File: src/sv/qrm_pkg.sv
package qrm_pkg;

  localparam int NLANE = 9;
  localparam int NW    = 33;

  typedef struct packed {
    logic vld;
    logic zero;
  } ctl_t;

  function automatic logic is_diag(input int k);
    return (k == 0) || (k == 4) || (k == 8);
  endfunction

endpackage

File: src/sv/qrm_out.sv
module qrm_out import qrm_pkg::*; #(
  parameter int OUT_FRAC_BITS = 14
) (
  input  logic                                  clk,
  input  logic                                  rst_n,
  input  logic                                  en,
  input  ctl_t                                  ctl_i,
  input  logic [NLANE-1:0][OUT_FRAC_BITS+2:0]   q_i,
  input  logic [NLANE-1:0]                      neg_i,
  output logic                                  vld_o,
  output logic [NLANE-1:0][15:0]                e_o
);

  localparam int QW = OUT_FRAC_BITS + 3;
  localparam int EW = (OUT_FRAC_BITS + 4 > 17) ? OUT_FRAC_BITS + 4 : 17;
  localparam logic signed [EW-1:0] SMAX = EW'(32767);
  localparam logic signed [EW-1:0] SMIN = -EW'(32768);
  localparam logic signed [EW-1:0] ONE  = EW'(1) << OUT_FRAC_BITS;

  logic                      vld_r;
  logic [NLANE-1:0][15:0]    e_r, e_nxt;

  always_comb begin
    for (int k = 0; k < NLANE; k++) begin
      logic [QW:0]            inc;
      logic signed [EW-1:0]   rq;
      logic signed [EW-1:0]   v;
      inc = {1'b0, q_i[k]} + (QW+1)'(1);
      rq  = ctl_i.zero ? '0 : EW'(inc[QW:1]);
      if (is_diag(k)) begin
        v = ONE - rq;
      end else begin
        v = neg_i[k] ? -rq : rq;
      end
      if (v > SMAX) begin
        v = SMAX;
      end else if (v < SMIN) begin
        v = SMIN;
      end
      e_nxt[k] = v[15:0];
    end
  end

  always_ff @(posedge clk) begin
    if (!rst_n) begin
      vld_r <= 1'b0;
    end else if (en) begin
      vld_r <= ctl_i.vld;
    end
  end

  always_ff @(posedge clk) begin
    if (en) begin
      e_r <= e_nxt;
    end
  end

  assign vld_o = vld_r;
  assign e_o   = e_r;

endmodule

File: config.mk
export PLATFORM = sky130hd
export DESIGN_NAME = qrm_out
export DESIGN_NICKNAME = d
export VERILOG_FILES = /design/src/sv/qrm_pkg.sv /design/src/sv/qrm_out.sv
export SDC_FILE = /design/constraint.sdc
export NUM_CORES = 1
export LEC_CHECK = 0
export BUFFER_PORTS_ARGS = -buffer_cell sky130_fd_sc_hd__clkbuf_2
export CAP_MARGIN = 40
export CORE_ASPECT_RATIO = 1.1
export CORE_MARGIN = 5
export CORE_UTILIZATION = 45
export CTS_CLUSTER_DIAMETER = 200
export CTS_CLUSTER_SIZE = 40
export DETAILED_ROUTE_END_ITERATION = 7
export PLACE_DENSITY = 0.68
export SYNTH_ARGS = -nofsm -noshare
export SYNTH_HDL_FRONTEND = slang
export SYNTH_SLANG_ARGS = --single-unit
File: constraint.sdc
create_clock -name clk -period 5.1 [get_ports clk]
set_input_delay 0.765 -clock clk [delete_from_list [all_inputs] [get_ports clk]]
set_output_delay 0.765 -clock clk [all_outputs]
set_load 0.005 [all_outputs]
==> out/qor.csv <==
metric;value;unit
dp_slack;0.868;ns
floorplan.rows;66;
synth_seq_cells;145;
achievable-frequency;263;MHz
routedWlPerCell;17.1;µm
place.port_buffers;308;
max_slew.worst_pin.slew;0.843;ns
grt_pass1_wl;61800;µm
floorplan.initialDensity;45.7;%
synth.avg_cell_area;8.22;µm²
first_pass_iters;7;
num_io_pins;312;
floorplan.core_area;29700;µm²
die_area;33800;µm²
drive_above_1_share;21.3;%
cts.clk_slew.worst_paths;0.06;ns
h_tree_depth;4;
synth_enable_flop_cells;144;
hold_viol;0;
critical_path_required;5.23;ns
route.detailed.drc;0;
share_of_the_clock_period_used_by_the_worst_path_after_layout;74.5;%
fin_skew;0;ns
cts_hold_buffers;0;
postSynth.asyncResetShare;0;%
grt_setup_unrepaired;false;
synth_top_cells_by_count;sky130_fd_sc_hd__nor2_1, sky130_fd_sc_hd__nand2_1, sky130_fd_sc_hd__edfxtp_1;
final-max-slew-violation-count;0;
cts_inserted_buffers;17;
root_buffer;sky130_fd_sc_hd__clkbuf_16;
post_cts.repair.setup_buffers;0;
crit_type;in -> reg;
path_max_fanout;14;
initial_antenna_violation_count;8;
width_of_the_die;176;µm
crit_path_start_kind;primary input;
finalSetupTns;0;ns
crit_path_end_kind;flop;
most_common_cell_in_the_synthesized_netlist;sky130_fd_sc_hd__nor2_1;
route.final.wire_length;39000;µm
synthesis.nets;1838;
synthFlopType;sky130_fd_sc_hd__edfxtp_1;
synth_top_cell_area_share;31.8;%
global_route.usage.met2;37.3;%
synth_cell_types;93;
detailroute.via_count;13240;
timing.final.setup_violations;0;
drt-vias-per-instance;5.81;
slew_hr;42.4;%
power.static_leakage;6.10;nW
critPathArrivalTime;3.94;ns
synth_area;13600;µm²
met3_track_utilization_from_global_routing;4.67;%
synth_seq_area_share;32.0;%
cts_resized;0;
cts_tree;done;
synthCells;1653;
yosys.area.top_type;sky130_fd_sc_hd__edfxtp_1;
place.detailed.hpwl;30000;µm
clk_latency;0.43;ns
syn2layout_area_growth;16.8;%
fin_cells;2278;
ir_drop;199;µV
grt.met1_usage;28.4;%
yosysWarnings;0;
cells_taking_the_most_area_after_synthesis;sky130_fd_sc_hd__edfxtp_1, sky130_fd_sc_hd__xnor2_1, sky130_fd_sc_hd__xor2_1;
gp_congestion;0.916;
via_count_of_the_first_global_routing_pass;12278;
gr-max-usage-layer;met2;
grt_start_max_net_pins;118;
final.setup.worst_slack;1.30;ns
drt_iter0_markers;944;
total_number_of_nets_in_the_final_design;2073;
maxCapViolCount;0;
cts.sinks;145;
cts_buffer_depth;2;
power;3.92;mW
final_antenna_net_count;0;
globalRouteOverflowTotal;0;
die_height;192;µm
placed_cells;2243;
worst_hold_slack;0.531;ns
outcome;finished clean;
final.min_clock_period;3.80;ns
track_usage;22.2;%
p_per_area;247;nW/µm²
class_of_the_worst_hold_path;reg -> reg;
==> cell families after synthesis <==
kind of cell,count (synthesis),synth area share (%)
simple gates,708,26.0
compound gates,386,18.9
xor+xnor,244,15.7
flops,145,32.0
buf+inv,136,4.49
fa+ha+maj,18,1.66
mux,16,1.23
==> final cells by class <==
cell class                      instances  area [µm²]
Antenna cell                            3        7.51
Clock buffer                           20         437
Clock inverter                         12         180
Fill cell                            2802       13900
Inverter                               28         105
Multi-Input combinational cell       1372        8630
Sequential cell                       145        4340
Tap cell                              374         468
Timing Repair Buffer                  324        1700
==> per-layer routing <==
| layer | part of all wire [%] | vias to the layer above |
|---|---|---|
| met3 | 6.4 | 66 |
| met5 | 0.18 | - |
| met4 | 2.7 | 10 |
| met1 | 43 | 6202 |
| li1 | - | 6530 |
| met2 | 48 | 432 |
==> power by group <==
part	switching (mW)	internal, mW
clock network	0.539	0.824
registers	0.0469	1.50
logic	0.601	0.414
total	1.19	2.73
==> metrics by stage <==
step | util [%] | instance area, µm²
5_1_grt | 53.4 | 15900
4_1_cts | 53.4 | 15900
3_3_place_gp | 51.3 | 15200
6_report | 53.4 | 15900
3_5_place_dp | 51.3 | 15200
2_1_floorplan | - | 13600
==> sequential cells by signal, indices dropped and copies added (netlist names) <==
name   cells
e_o      144
vld_o      1
==> final timing paths <==
| path | startpoint | end | slack (ns) | depth (start not counted) |
|---|---|---|---|---|
| worst max-delay path | q_i[35] | e_o[34]$_SDFFCE_PN1P_ | 1.30 | 11 |
| worst min register to register | vld_o$_SDFFE_PN0P_ | vld_o$_SDFFE_PN0P_ | 0.53 | 2 |
| worst max register to register | vld_o$_SDFFE_PN0P_ | vld_o$_SDFFE_PN0P_ | 4.50 | 2 |
| worst min-delay path | vld_o$_SDFFE_PN0P_ | vld_o$_SDFFE_PN0P_ | 0.53 | 2 |
==> critical path, stage by stage <==
cell and delay [ns]:
sky130_fd_sc_hd__clkbuf_2 0.14, sky130_fd_sc_hd__ha_1 0.23, sky130_fd_sc_hd__nand4_1 0.20, sky130_fd_sc_hd__nor3_1 0.66
sky130_fd_sc_hd__mux2i_1 0.30, sky130_fd_sc_hd__a221oi_2 0.11, sky130_fd_sc_hd__nor4_1 0.38, sky130_fd_sc_hd__a21boi_0 0.20
sky130_fd_sc_hd__o21ai_0 0.15, sky130_fd_sc_hd__nor3b_2 0.68, sky130_fd_sc_hd__a21oi_1 0.09
==> cells in the final DEF (no fill, tap or decap), drive strengths merged, types with 13 or more instances in the layout <==
cell type,count
a211oi,15
a21oi,75
a311oi,19
a31oi,15
and2,20
and3,31
and4,19
buf,18
clkbuf,326
edfxtp,144
ha,18
inv,31
nand2,167
nand3,71
nand4,42
nor2,197
nor2b,19
nor3,45
nor4,17
o21ai,136
o31ai,13
or2,19
or3,16
xnor2,124
xor2,120
(Power assumes the default switching activity.)
